$ cat src/design/sfcs_pkg.sv
// Shared types, codes and constants of the SPI flash command sequencer.
// Depends on nothing; imported by every module of the block.
package sfcs_pkg;

    localparam int PAGE_BYTES_DEFAULT   = 256;
    localparam int ADDRESS_BITS_DEFAULT = 24;
    localparam int QUEUE_DEPTH_DEFAULT  = 2;

    localparam int FLASH_ADDR_W = 24;
    localparam int LEN_W        = 25;
    localparam logic [LEN_W-1:0] MAX_LEN = 25'h100_0000;

    localparam logic [2:0] MODE_BEGIN_READ  = 3'd0;
    localparam logic [2:0] MODE_READ_BYTE   = 3'd1;
    localparam logic [2:0] MODE_BEGIN_PROG  = 3'd2;
    localparam logic [2:0] MODE_STATUS      = 3'd3;
    localparam logic [2:0] MODE_PROG_BYTE   = 3'd4;
    localparam logic [2:0] MODE_BEGIN_ERASE = 3'd5;

    localparam logic [7:0] CMD_WREN  = 8'h06;
    localparam logic [7:0] CMD_RDSR  = 8'h05;
    localparam logic [7:0] CMD_PP    = 8'h02;
    localparam logic [7:0] CMD_READ  = 8'h03;
    localparam logic [7:0] CMD_BE    = 8'hD8;
    localparam logic [7:0] DUMMY     = 8'h00;

    localparam logic [1:0] CAP_IGNORE = 2'd0;
    localparam logic [1:0] CAP_STATUS = 2'd1;
    localparam logic [1:0] CAP_DATA   = 2'd2;

    typedef enum logic [2:0] {
        PH_IDLE  = 3'd0,
        PH_READ  = 3'd1,
        PH_PPOLL = 3'd2,
        PH_PDATA = 3'd3,
        PH_EPOLL = 3'd4
    } phase_t;

    typedef enum logic [2:0] {
        JOB_ERROR      = 3'd0,
        JOB_READ_START = 3'd1,
        JOB_READ_BYTE  = 3'd2,
        JOB_POLL       = 3'd3,
        JOB_WREN_PROG  = 3'd4,
        JOB_WREN_ERASE = 3'd5,
        JOB_PROG_BYTE  = 3'd6,
        JOB_PROG_PAGE  = 3'd7
    } job_kind_t;

    typedef struct packed {
        job_kind_t               kind;
        logic [FLASH_ADDR_W-1:0] addr;
        logic [7:0]              data;
        logic                    fin;
    } job_t;

    typedef struct packed {
        logic [2:0]              mode;
        logic [FLASH_ADDR_W-1:0] address;
        logic [LEN_W-1:0]        length;
        logic [7:0]              write_data;
        logic [7:0]              status_value;
    } req_item_t;

    typedef struct packed {
        logic [7:0] spi_byte;
        logic [1:0] capture_kind;
        logic       release_cs;
        logic       op_done;
        logic       error_flag;
        logic       last_of_run;
    } rsp_item_t;

endpackage

$ cat src/design/sfcs_queue.sv
// Short job queue between the front and back parts of the sequencer.
// Depends on sfcs_pkg for the job type.
module sfcs_queue
    import sfcs_pkg::*;
#(
    parameter int DEPTH = QUEUE_DEPTH_DEFAULT
)
(
    input  logic clk,
    input  logic rst_n,
    input  logic push_valid,
    output logic push_ready,
    input  job_t push_job,
    output logic pop_valid,
    input  logic pop,
    output job_t pop_job
);

    localparam int PTR_W = (DEPTH > 1) ? $clog2(DEPTH) : 1;
    localparam int CNT_W = $clog2(DEPTH + 1);

    job_t             entry_reg [DEPTH];
    logic [PTR_W-1:0] wptr_reg;
    logic [PTR_W-1:0] rptr_reg;
    logic [CNT_W-1:0] count_reg;
    logic             do_push;
    logic             do_pop;

    assign push_ready = (count_reg != CNT_W'(DEPTH));
    assign pop_valid  = (count_reg != '0);
    assign pop_job    = entry_reg[rptr_reg];
    assign do_push    = push_valid && push_ready;
    assign do_pop     = pop && pop_valid;

    always_ff @(posedge clk or negedge rst_n)
    begin
        if (!rst_n)
        begin
            wptr_reg  <= '0;
            rptr_reg  <= '0;
            count_reg <= '0;
        end
        else
        begin
            if (do_push)
            begin
                wptr_reg <= (wptr_reg == PTR_W'(DEPTH - 1)) ? '0 : wptr_reg + 1'b1;
            end
            if (do_pop)
            begin
                rptr_reg <= (rptr_reg == PTR_W'(DEPTH - 1)) ? '0 : rptr_reg + 1'b1;
            end
            if (do_push && !do_pop)
            begin
                count_reg <= count_reg + 1'b1;
            end
            else if (do_pop && !do_push)
            begin
                count_reg <= count_reg - 1'b1;
            end
        end
    end

    always_ff @(posedge clk)
    begin
        if (do_push)
        begin
            entry_reg[wptr_reg] <= push_job;
        end
    end

endmodule

$ cat src/design/sfcs_front.sv
// Front part: accepts requests, checks them against the phase, keeps the
// operation state and issues jobs. Uses sfcs_pkg.
module sfcs_front
    import sfcs_pkg::*;
#(
    parameter int PAGE_BYTES   = PAGE_BYTES_DEFAULT,
    parameter int ADDRESS_BITS = ADDRESS_BITS_DEFAULT
)
(
    input  logic      clk,
    input  logic      rst_n,
    input  logic      req_valid,
    output logic      req_ready,
    input  req_item_t req,
    output logic      push_valid,
    input  logic      push_ready,
    output job_t      push_job
);

    localparam int OFS_W = $clog2(PAGE_BYTES);
    localparam int PBL_W = $clog2(PAGE_BYTES + 1);

    phase_t                  phase_reg, phase_next;
    logic [ADDRESS_BITS-1:0] addr_reg, addr_next;
    logic [LEN_W-1:0]        bytes_reg, bytes_next;
    logic [PBL_W-1:0]        pbl_reg, pbl_next;

    logic                    accept;
    logic [LEN_W-1:0]        len_c;
    logic [ADDRESS_BITS-1:0] addr_c;
    logic [ADDRESS_BITS-1:0] addr_inc;
    logic [LEN_W-1:0]        bytes_dec;
    logic [PBL_W-1:0]        pbl_dec;
    logic [PBL_W-1:0]        room;

    assign req_ready  = push_ready;
    assign push_valid = req_valid;
    assign accept     = req_valid && req_ready;

    assign len_c      = req.length[LEN_W-1] ? MAX_LEN : req.length;
    assign addr_c     = req.address[ADDRESS_BITS-1:0];
    assign addr_inc   = addr_reg + 1'b1;
    assign bytes_dec  = bytes_reg - 1'b1;
    assign pbl_dec    = pbl_reg - 1'b1;
    assign room       = PBL_W'(PAGE_BYTES) - PBL_W'(addr_reg[OFS_W-1:0]);

    always_comb
    begin
        phase_next     = phase_reg;
        addr_next      = addr_reg;
        bytes_next     = bytes_reg;
        pbl_next       = pbl_reg;
        push_job.kind  = JOB_ERROR;
        push_job.addr  = FLASH_ADDR_W'(addr_reg);
        push_job.data  = req.write_data;
        push_job.fin   = 1'b0;

        case (req.mode)
            MODE_BEGIN_READ:
            begin
                if (phase_reg == PH_IDLE && len_c != '0)
                begin
                    push_job.kind = JOB_READ_START;
                    push_job.addr = FLASH_ADDR_W'(addr_c);
                    if (accept)
                    begin
                        addr_next  = addr_c;
                        bytes_next = len_c;
                        phase_next = PH_READ;
                    end
                end
            end
            MODE_READ_BYTE:
            begin
                if (phase_reg == PH_READ)
                begin
                    push_job.kind = JOB_READ_BYTE;
                    push_job.fin  = (bytes_dec == '0);
                    if (accept)
                    begin
                        bytes_next = bytes_dec;
                        addr_next  = addr_inc;
                        if (bytes_dec == '0)
                        begin
                            phase_next = PH_IDLE;
                        end
                    end
                end
            end
            MODE_BEGIN_PROG:
            begin
                if (phase_reg == PH_IDLE && len_c != '0)
                begin
                    push_job.kind = JOB_POLL;
                    if (accept)
                    begin
                        addr_next  = addr_c;
                        bytes_next = len_c;
                        phase_next = PH_PPOLL;
                    end
                end
            end
            MODE_BEGIN_ERASE:
            begin
                if (phase_reg == PH_IDLE)
                begin
                    push_job.kind = JOB_POLL;
                    if (accept)
                    begin
                        addr_next  = addr_c;
                        phase_next = PH_EPOLL;
                    end
                end
            end
            MODE_STATUS:
            begin
                if (phase_reg inside {PH_PPOLL, PH_EPOLL})
                begin
                    if (req.status_value[0])
                    begin
                        push_job.kind = JOB_POLL;
                    end
                    else if (phase_reg == PH_EPOLL)
                    begin
                        push_job.kind = JOB_WREN_ERASE;
                        if (accept)
                        begin
                            phase_next = PH_IDLE;
                        end
                    end
                    else
                    begin
                        push_job.kind = JOB_WREN_PROG;
                        if (accept)
                        begin
                            phase_next = PH_PDATA;
                            pbl_next   = (bytes_reg < LEN_W'(room)) ?
                                         bytes_reg[PBL_W-1:0] : room;
                        end
                    end
                end
            end
            MODE_PROG_BYTE:
            begin
                if (phase_reg == PH_PDATA)
                begin
                    if (bytes_dec == '0)
                    begin
                        push_job.kind = JOB_PROG_BYTE;
                        push_job.fin  = 1'b1;
                    end
                    else if (pbl_dec == '0)
                    begin
                        push_job.kind = JOB_PROG_PAGE;
                    end
                    else
                    begin
                        push_job.kind = JOB_PROG_BYTE;
                    end
                    if (accept)
                    begin
                        bytes_next  = bytes_dec;
                        addr_next   = addr_inc;
                        pbl_next    = pbl_dec;
                        if (bytes_dec == '0)
                        begin
                            phase_next = PH_IDLE;
                            pbl_next   = '0;
                        end
                        else if (pbl_dec == '0)
                        begin
                            phase_next = PH_PPOLL;
                        end
                    end
                end
            end
            default:
            begin
                push_job.kind = JOB_ERROR;
            end
        endcase
    end

    always_ff @(posedge clk or negedge rst_n)
    begin
        if (!rst_n)
        begin
            phase_reg     <= PH_IDLE;
            addr_reg      <= '0;
            bytes_reg     <= '0;
            pbl_reg       <= '0;
        end
        else
        begin
            phase_reg     <= phase_next;
            addr_reg      <= addr_next;
            bytes_reg     <= bytes_next;
            pbl_reg       <= pbl_next;
        end
    end

endmodule

$ cat src/design/sfcs_back.sv
// Back part: expands each queued job into its SPI byte frames, one result
// per cycle into the output register while rsp_ready does not hold it. Uses sfcs_pkg.
module sfcs_back
    import sfcs_pkg::*;
(
    input  logic      clk,
    input  logic      rst_n,
    input  logic      job_valid,
    input  job_t      job,
    output logic      job_pop,
    output logic      rsp_valid,
    input  logic      rsp_ready,
    output rsp_item_t rsp
);

    logic [2:0] step_reg;
    logic [2:0] last_step;
    logic       last;
    logic       load;
    logic       out_valid_reg;
    rsp_item_t  out_reg;
    rsp_item_t  gen;
    logic [7:0] addr_byte;

    assign load      = job_valid && (!out_valid_reg || rsp_ready);
    assign job_pop   = load && last;
    assign last      = (step_reg == last_step);
    assign rsp_valid = out_valid_reg;
    assign rsp       = out_reg;

    always_comb
    begin
        case (job.kind)
            JOB_READ_START: last_step = 3'd3;
            JOB_POLL:       last_step = 3'd1;
            JOB_WREN_PROG:  last_step = 3'd4;
            JOB_WREN_ERASE: last_step = 3'd4;
            JOB_PROG_PAGE:  last_step = 3'd2;
            default:        last_step = 3'd0;
        endcase
    end

    always_comb
    begin
        case (step_reg - last_step + 3'd2)
            3'd0:    addr_byte = job.addr[23:16];
            3'd1:    addr_byte = job.addr[15:8];
            default: addr_byte = job.addr[7:0];
        endcase
    end

    always_comb
    begin
        gen = '0;
        case (job.kind)
            JOB_ERROR:
            begin
                gen.error_flag = 1'b1;
            end
            JOB_READ_START:
            begin
                gen.spi_byte = (step_reg == 3'd0) ? CMD_READ : addr_byte;
            end
            JOB_READ_BYTE:
            begin
                gen.spi_byte     = DUMMY;
                gen.capture_kind = CAP_DATA;
                gen.release_cs   = job.fin;
                gen.op_done      = job.fin;
            end
            JOB_POLL:
            begin
                if (step_reg == 3'd0)
                begin
                    gen.spi_byte = CMD_RDSR;
                end
                else
                begin
                    gen.spi_byte     = DUMMY;
                    gen.capture_kind = CAP_STATUS;
                    gen.release_cs   = 1'b1;
                end
            end
            JOB_WREN_PROG, JOB_WREN_ERASE:
            begin
                if (step_reg == 3'd0)
                begin
                    gen.spi_byte   = CMD_WREN;
                    gen.release_cs = 1'b1;
                end
                else if (step_reg == 3'd1)
                begin
                    gen.spi_byte = (job.kind == JOB_WREN_ERASE) ? CMD_BE : CMD_PP;
                end
                else
                begin
                    gen.spi_byte = addr_byte;
                    if (job.kind == JOB_WREN_ERASE && last)
                    begin
                        gen.release_cs = 1'b1;
                        gen.op_done    = 1'b1;
                    end
                end
            end
            JOB_PROG_BYTE:
            begin
                gen.spi_byte   = job.data;
                gen.release_cs = job.fin;
                gen.op_done    = job.fin;
            end
            JOB_PROG_PAGE:
            begin
                if (step_reg == 3'd0)
                begin
                    gen.spi_byte   = job.data;
                    gen.release_cs = 1'b1;
                end
                else if (step_reg == 3'd1)
                begin
                    gen.spi_byte = CMD_RDSR;
                end
                else
                begin
                    gen.spi_byte     = DUMMY;
                    gen.capture_kind = CAP_STATUS;
                    gen.release_cs   = 1'b1;
                end
            end
            default:
            begin
                gen.error_flag = 1'b1;
            end
        endcase
        gen.last_of_run = last;
    end

    always_ff @(posedge clk or negedge rst_n)
    begin
        if (!rst_n)
        begin
            out_valid_reg <= 1'b0;
            step_reg      <= '0;
        end
        else
        begin
            if (load)
            begin
                out_valid_reg <= 1'b1;
                step_reg      <= last ? 3'd0 : step_reg + 3'd1;
            end
            else if (rsp_ready)
            begin
                out_valid_reg <= 1'b0;
            end
        end
    end

    always_ff @(posedge clk)
    begin
        if (load)
        begin
            out_reg <= gen;
        end
    end

endmodule

$ cat src/design/spi_flash_command_sequencer.sv
// SPI flash command sequencer: one request enters per cycle while the job
// queue has room; results leave one per cycle from the output register while
// rsp_ready takes them. A request yields 1 to 5 results (a poll 2, a read
// start 4, a write-enable frame 5, a page end 3, data bytes 1). PAGE_BYTES must
// be a power of two: the page offset of an address is its low address bits.
// Top level: front, job queue and back; uses sfcs_pkg.
module spi_flash_command_sequencer
    import sfcs_pkg::*;
#(
    parameter int PAGE_BYTES   = PAGE_BYTES_DEFAULT,
    parameter int ADDRESS_BITS = ADDRESS_BITS_DEFAULT,
    parameter int QUEUE_DEPTH  = QUEUE_DEPTH_DEFAULT
)
(
    input  logic      clk,
    input  logic      rst_n,
    input  logic      req_valid,
    output logic      req_ready,
    input  req_item_t req,
    output logic      rsp_valid,
    input  logic      rsp_ready,
    output rsp_item_t rsp
);

    logic push_valid;
    logic push_ready;
    job_t push_job;
    logic pop_valid;
    logic pop;
    job_t pop_job;

    sfcs_front #(
        .PAGE_BYTES   (PAGE_BYTES),
        .ADDRESS_BITS (ADDRESS_BITS)
    ) u_front (
        .clk        (clk),
        .rst_n      (rst_n),
        .req_valid  (req_valid),
        .req_ready  (req_ready),
        .req        (req),
        .push_valid (push_valid),
        .push_ready (push_ready),
        .push_job   (push_job)
    );

    sfcs_queue #(
        .DEPTH (QUEUE_DEPTH)
    ) u_queue (
        .clk        (clk),
        .rst_n      (rst_n),
        .push_valid (push_valid),
        .push_ready (push_ready),
        .push_job   (push_job),
        .pop_valid  (pop_valid),
        .pop        (pop),
        .pop_job    (pop_job)
    );

    sfcs_back u_back (
        .clk       (clk),
        .rst_n     (rst_n),
        .job_valid (pop_valid),
        .job       (pop_job),
        .job_pop   (pop),
        .rsp_valid (rsp_valid),
        .rsp_ready (rsp_ready),
        .rsp       (rsp)
    );

endmodule

$ cat config.mk
export PLATFORM = sky130hd
export DESIGN_NAME = spi_flash_command_sequencer
export DESIGN_NICKNAME = d
export VERILOG_FILES = /design/src/design/sfcs_pkg.sv /design/src/design/sfcs_queue.sv /design/src/design/sfcs_front.sv /design/src/design/sfcs_back.sv /design/src/design/spi_flash_command_sequencer.sv
export SDC_FILE = /design/constraint.sdc
export NUM_CORES = 1
export LEC_CHECK = 0
export ABC_AREA = 1
export BUFFER_PORTS_ARGS = -buffer_cell sky130_fd_sc_hd__buf_2
export CELL_PAD_IN_SITES_DETAIL_PLACEMENT = 0
export CELL_PAD_IN_SITES_GLOBAL_PLACEMENT = 1
export CORE_MARGIN = 2
export CORE_UTILIZATION = 40
export DETAILED_ROUTE_END_ITERATION = 12
export PLACE_DENSITY = 0.87
export SLEW_MARGIN = 20
export SYNTH_ARGS = -nofsm -noshare
export SYNTH_HDL_FRONTEND = slang
export SYNTH_SLANG_ARGS = --single-unit
$ cat constraint.sdc
create_clock -name clk -period 2.8 [get_ports clk]
set_input_delay 0 -clock clk [delete_from_list [all_inputs] [get_ports clk]]
set_output_delay 0 -clock clk [all_outputs]
set_load 0.05 [all_outputs]
==> qor.yml <==
critical_path:
  cp_common_cell: "nand2_1"
  reg2reg_depth: 16
  crit_path_max_fanout: 5
  critPathCaptureType: "flip-flop"
  worstSetupStartpointType: "flip-flop"
  worst-setup-path-type: "flip-flop to flip-flop"
  cp.arrival_ns: 3.19
  crit_chain: "nor3_2, nand2_1, nor2_2, buf_4, xor2_1, ha_1, nand2_1, nor2_2, o211ai_1, nand4_1, buf_4, a21oi_2, o21ai_2, nand2_1, nand2_1, nand2_1"
  path_buf_inv: 2
  cp.required_ns: 3.16
  cp_slowest_cell: "dfrtp_2"
  r2r_slack_ns: -0.02
  slowest_delay_ns: 0.44
  cpLargestDelayFamily: "simple AND/OR/NAND/NOR gates"
  timing.rr.end: "u_front.pbl_reg[4]"
  rr_startpoint: "u_front.addr_reg[1]"
status:
  violations: "setup timing"
  status: "finished, violations left"
floorplanning:
  core_sq_um: 24300
  rows: 57
  io_pins: 88
  initial_core_util: 0.408
  fp.dieW_um: 162
  dieArea_sq_um: 26100
  die_h_um: 162
global_route:
  grt_antenna_before_repair: 0
  grt_pass1_vias: 8760
  grt_max_degree: 70
  grt_pass1_wl_mm: 44.1
  track_usage: 0.212
  grt-ovfl-total: 0
timing:
  tightest_slew_ns: 0.995
  layout_setup_ws_ns: -0.0214
  skew_ns: 0.0127
  final-hold-violation-count: 0
  finalMaxSlewViolations: 0
  fmax_mhz: 354
  rsz0062_at_grt: "yes"
  setup_viol: 1
  fin_crit_sh: 1.01
  relSlewSlack: 0.337
  period_needed_ns: 2.82
synth:
  dominantRegCellSynth: "edfxtp_1"
  yosys.cell_count.top_type: "nand2_1"
  synth-seq-area-share: 0.434
  ys_warn_count: 0
  netlist.area_leader.share: 0.260
  synth_edf_count: 86
  async_reset_ff_frac: 0.445
  synthCells: 1337
  synthDistinctLibCells: 45
  synth_area_leaders: "edfxtp_1, dfrtp_1, nand2_1"
  synth_nets: 1431
  synthesis.area_sq_um: 9930
  ys_ff_latch: 155
  synth_common_cells: "nand2_1, inv_1, nor2_1"
  synth_area_leader_cell: "edfxtp_1"
  syn_area_per_cell_sq_um: 7.43
hold_path:
  min_from: "req[29]"
  hold_class: "input port to flip-flop"
  hold_end: "u_front.bytes_reg[13]"
  hold_path_depth: 7
cells_and_area:
  fillCellCount: 2318
  seq_area_sq_um: 4310
  n_antenna_cell: 0
  largest_reg_flops: 72
  drive_gt1_frac: 0.180
  post-route-util: 0.505
  multi_input_area_sq_um: 5070
  fin_cells: 1827
  syn2layout_area_growth_pct: 23.6
  fin_nets: 1584
  final_area_sq_um: 12300
placed_design:
  dp_cells: 1740
  gp_congestion: 0.912
  hpwl_mm: 19.8
  post_dp_cell_area_sq_um: 10900
  io_buffers: 80
detailed_routing:
  wl_met2_mm: 13.4
  drcViolationCount: 0
  routed.top_layer: "met4"
  viasPerCell: 5.03
  vias: 9193
  wl_met3_mm: 1.36
  wl_met1_mm: 12.4
  final_antenna_net_count: 0
  drt-total-wl_mm: 27.7
  dr.pass1.iters: 5
  wl_per_cell_um: 15.2
  dr.first_iter.drc_count: 684
clock_network:
  cts.clk_slew.worst_paths_ns: 0.08
  cts_sinks: 155
  cts_made_buffers: 17
  clockRootBuffer: "clkbuf_16"
  cts_tree: "built"
  clock_latency_ns: 0.43
  h-tree-depth: 4
  cts_buffer_depth: 2
flow_run:
  drv_cap: 0
power:
  p_leak_nw: 5.69
  ir_worst_vdd_mv: 0.724
  power_density_nw_per_um2: 1200
## cells by family after synthesis
group,synth area share
compound gates,0.110
xor+xnor,0.0359
fa+ha+maj,0.0277
buf+inv,0.0828
flops,0.434
mux,0.00101
simple gates,0.309
## what timing repair did
action | in CTS | in global routing
endpoints found under the setup margin | 9 | 20
hold buffers | 42 | 0
setup buffers | 2 | 10
pin swaps | 2 | 29
cloned | 0 | 1
gates resized for setup | 7 | 65
hold endpoints to repair | 122 | 0
## worst max-delay path by stage
| stage | start | slack, ns | to | cells past startpoint |
|---|---|---|---|---|
| 6_report | u_front.addr_reg[1] | -0.02 | u_front.pbl_reg[4] | 16 |
| 3_5_place_dp | u_queue.rptr_reg | -0.08 | u_back.rsp[10] | 16 |
| 5_1_grt | u_front.addr_reg[2] | -0.19 | u_front.pbl_reg[4] | 16 |
| 4_1_cts | u_queue.rptr_reg | -0.007 | u_back.rsp[10] | 18 |
| 2_1_floorplan | u_queue.rptr_reg | 0.005 | u_back.rsp[10] | 18 |
| 3_3_place_gp | u_queue.rptr_reg | 0.007 | u_back.rsp[13] | 16 |
## metal layers
metal	up-vias	track usage
met3	40	0.0342
met5	-	0
met1	4231	0.282
li1	4660	-
met4	0	0.0629
met2	262	0.356
## stage by stage
stage	setup WS (ns)	hold slack, ns	total power (W)	TNS, ns
global route	-0.193	0.0548	0.0159	-2.54
detailed placement	-0.0791	0.196	0.0115	-0.418
CTS	-0.00681	0.00282	0.0140	-0.00681
finish	-0.0214	0.00519	0.0147	-0.0214
global placement	0.00732	0.193	0.0113	0
floorplan	0.00491	-0.296	0.00933	0
## where the power goes
part / internal [W] / switching, W / total (W)
clock: 0.00123 / 0.00115 / 0.00238
combinational: 0.00289 / 0.00531 / 0.00820
sequential: 0.00350 / 0.000656 / 0.00416
## worst register-to-register path, cell delays in order (launching register included)
cell	delay (ns)
dfrtp_2	0.44
nor3_2	0.22
nand2_1	0.12
nor2_2	0.19
buf_4	0.14
xor2_1	0.25
ha_1	0.29
nand2_1	0.07
nor2_2	0.05
o211ai_1	0.11
nand4_1	0.21
buf_4	0.22
a21oi_2	0.14
o21ai_2	0.07
nand2_1	0.09
nand2_1	0.06
nand2_1	0.08
## area by class of cell
class,instances,area share
timing repair buffer,173,0.101
multi-input combinational,974,0.413
sequential,155,0.351
clock buffer,17,0.0347
inverter,169,0.0517
clock inverter,15,0.0157
tap,324,0.0330
## cell usage in the layout, fill, tap and decap left out, types with 4 or more instances in the layout
cell / count
nand2_2: 15
o21ai_0: 129
nand4_1: 22
inv_8: 4
a21oi_1: 29
o21ai_2: 4
edfxtp_1: 86
nor2_1: 130
dlygate4sd3_1: 42
buf_2: 79
o211ai_1: 5
xor2_1: 30
clkinv_8: 5
ha_1: 17
ha_4: 4
clkbuf_16: 17
nand3_2: 8
buf_4: 45
nand2_4: 6
nand2_1: 383
inv_2: 13
nor2_4: 12
o21ai_1: 11
dfrtp_1: 68
nand3b_1: 6
nand3_1: 77
nor3_1: 17
nor2_2: 19
buf_6: 6
xor2_2: 5
a21oi_2: 5
inv_1: 155
nor4_1: 5
xnor2_1: 4
(Power assumes the default switching activity.)
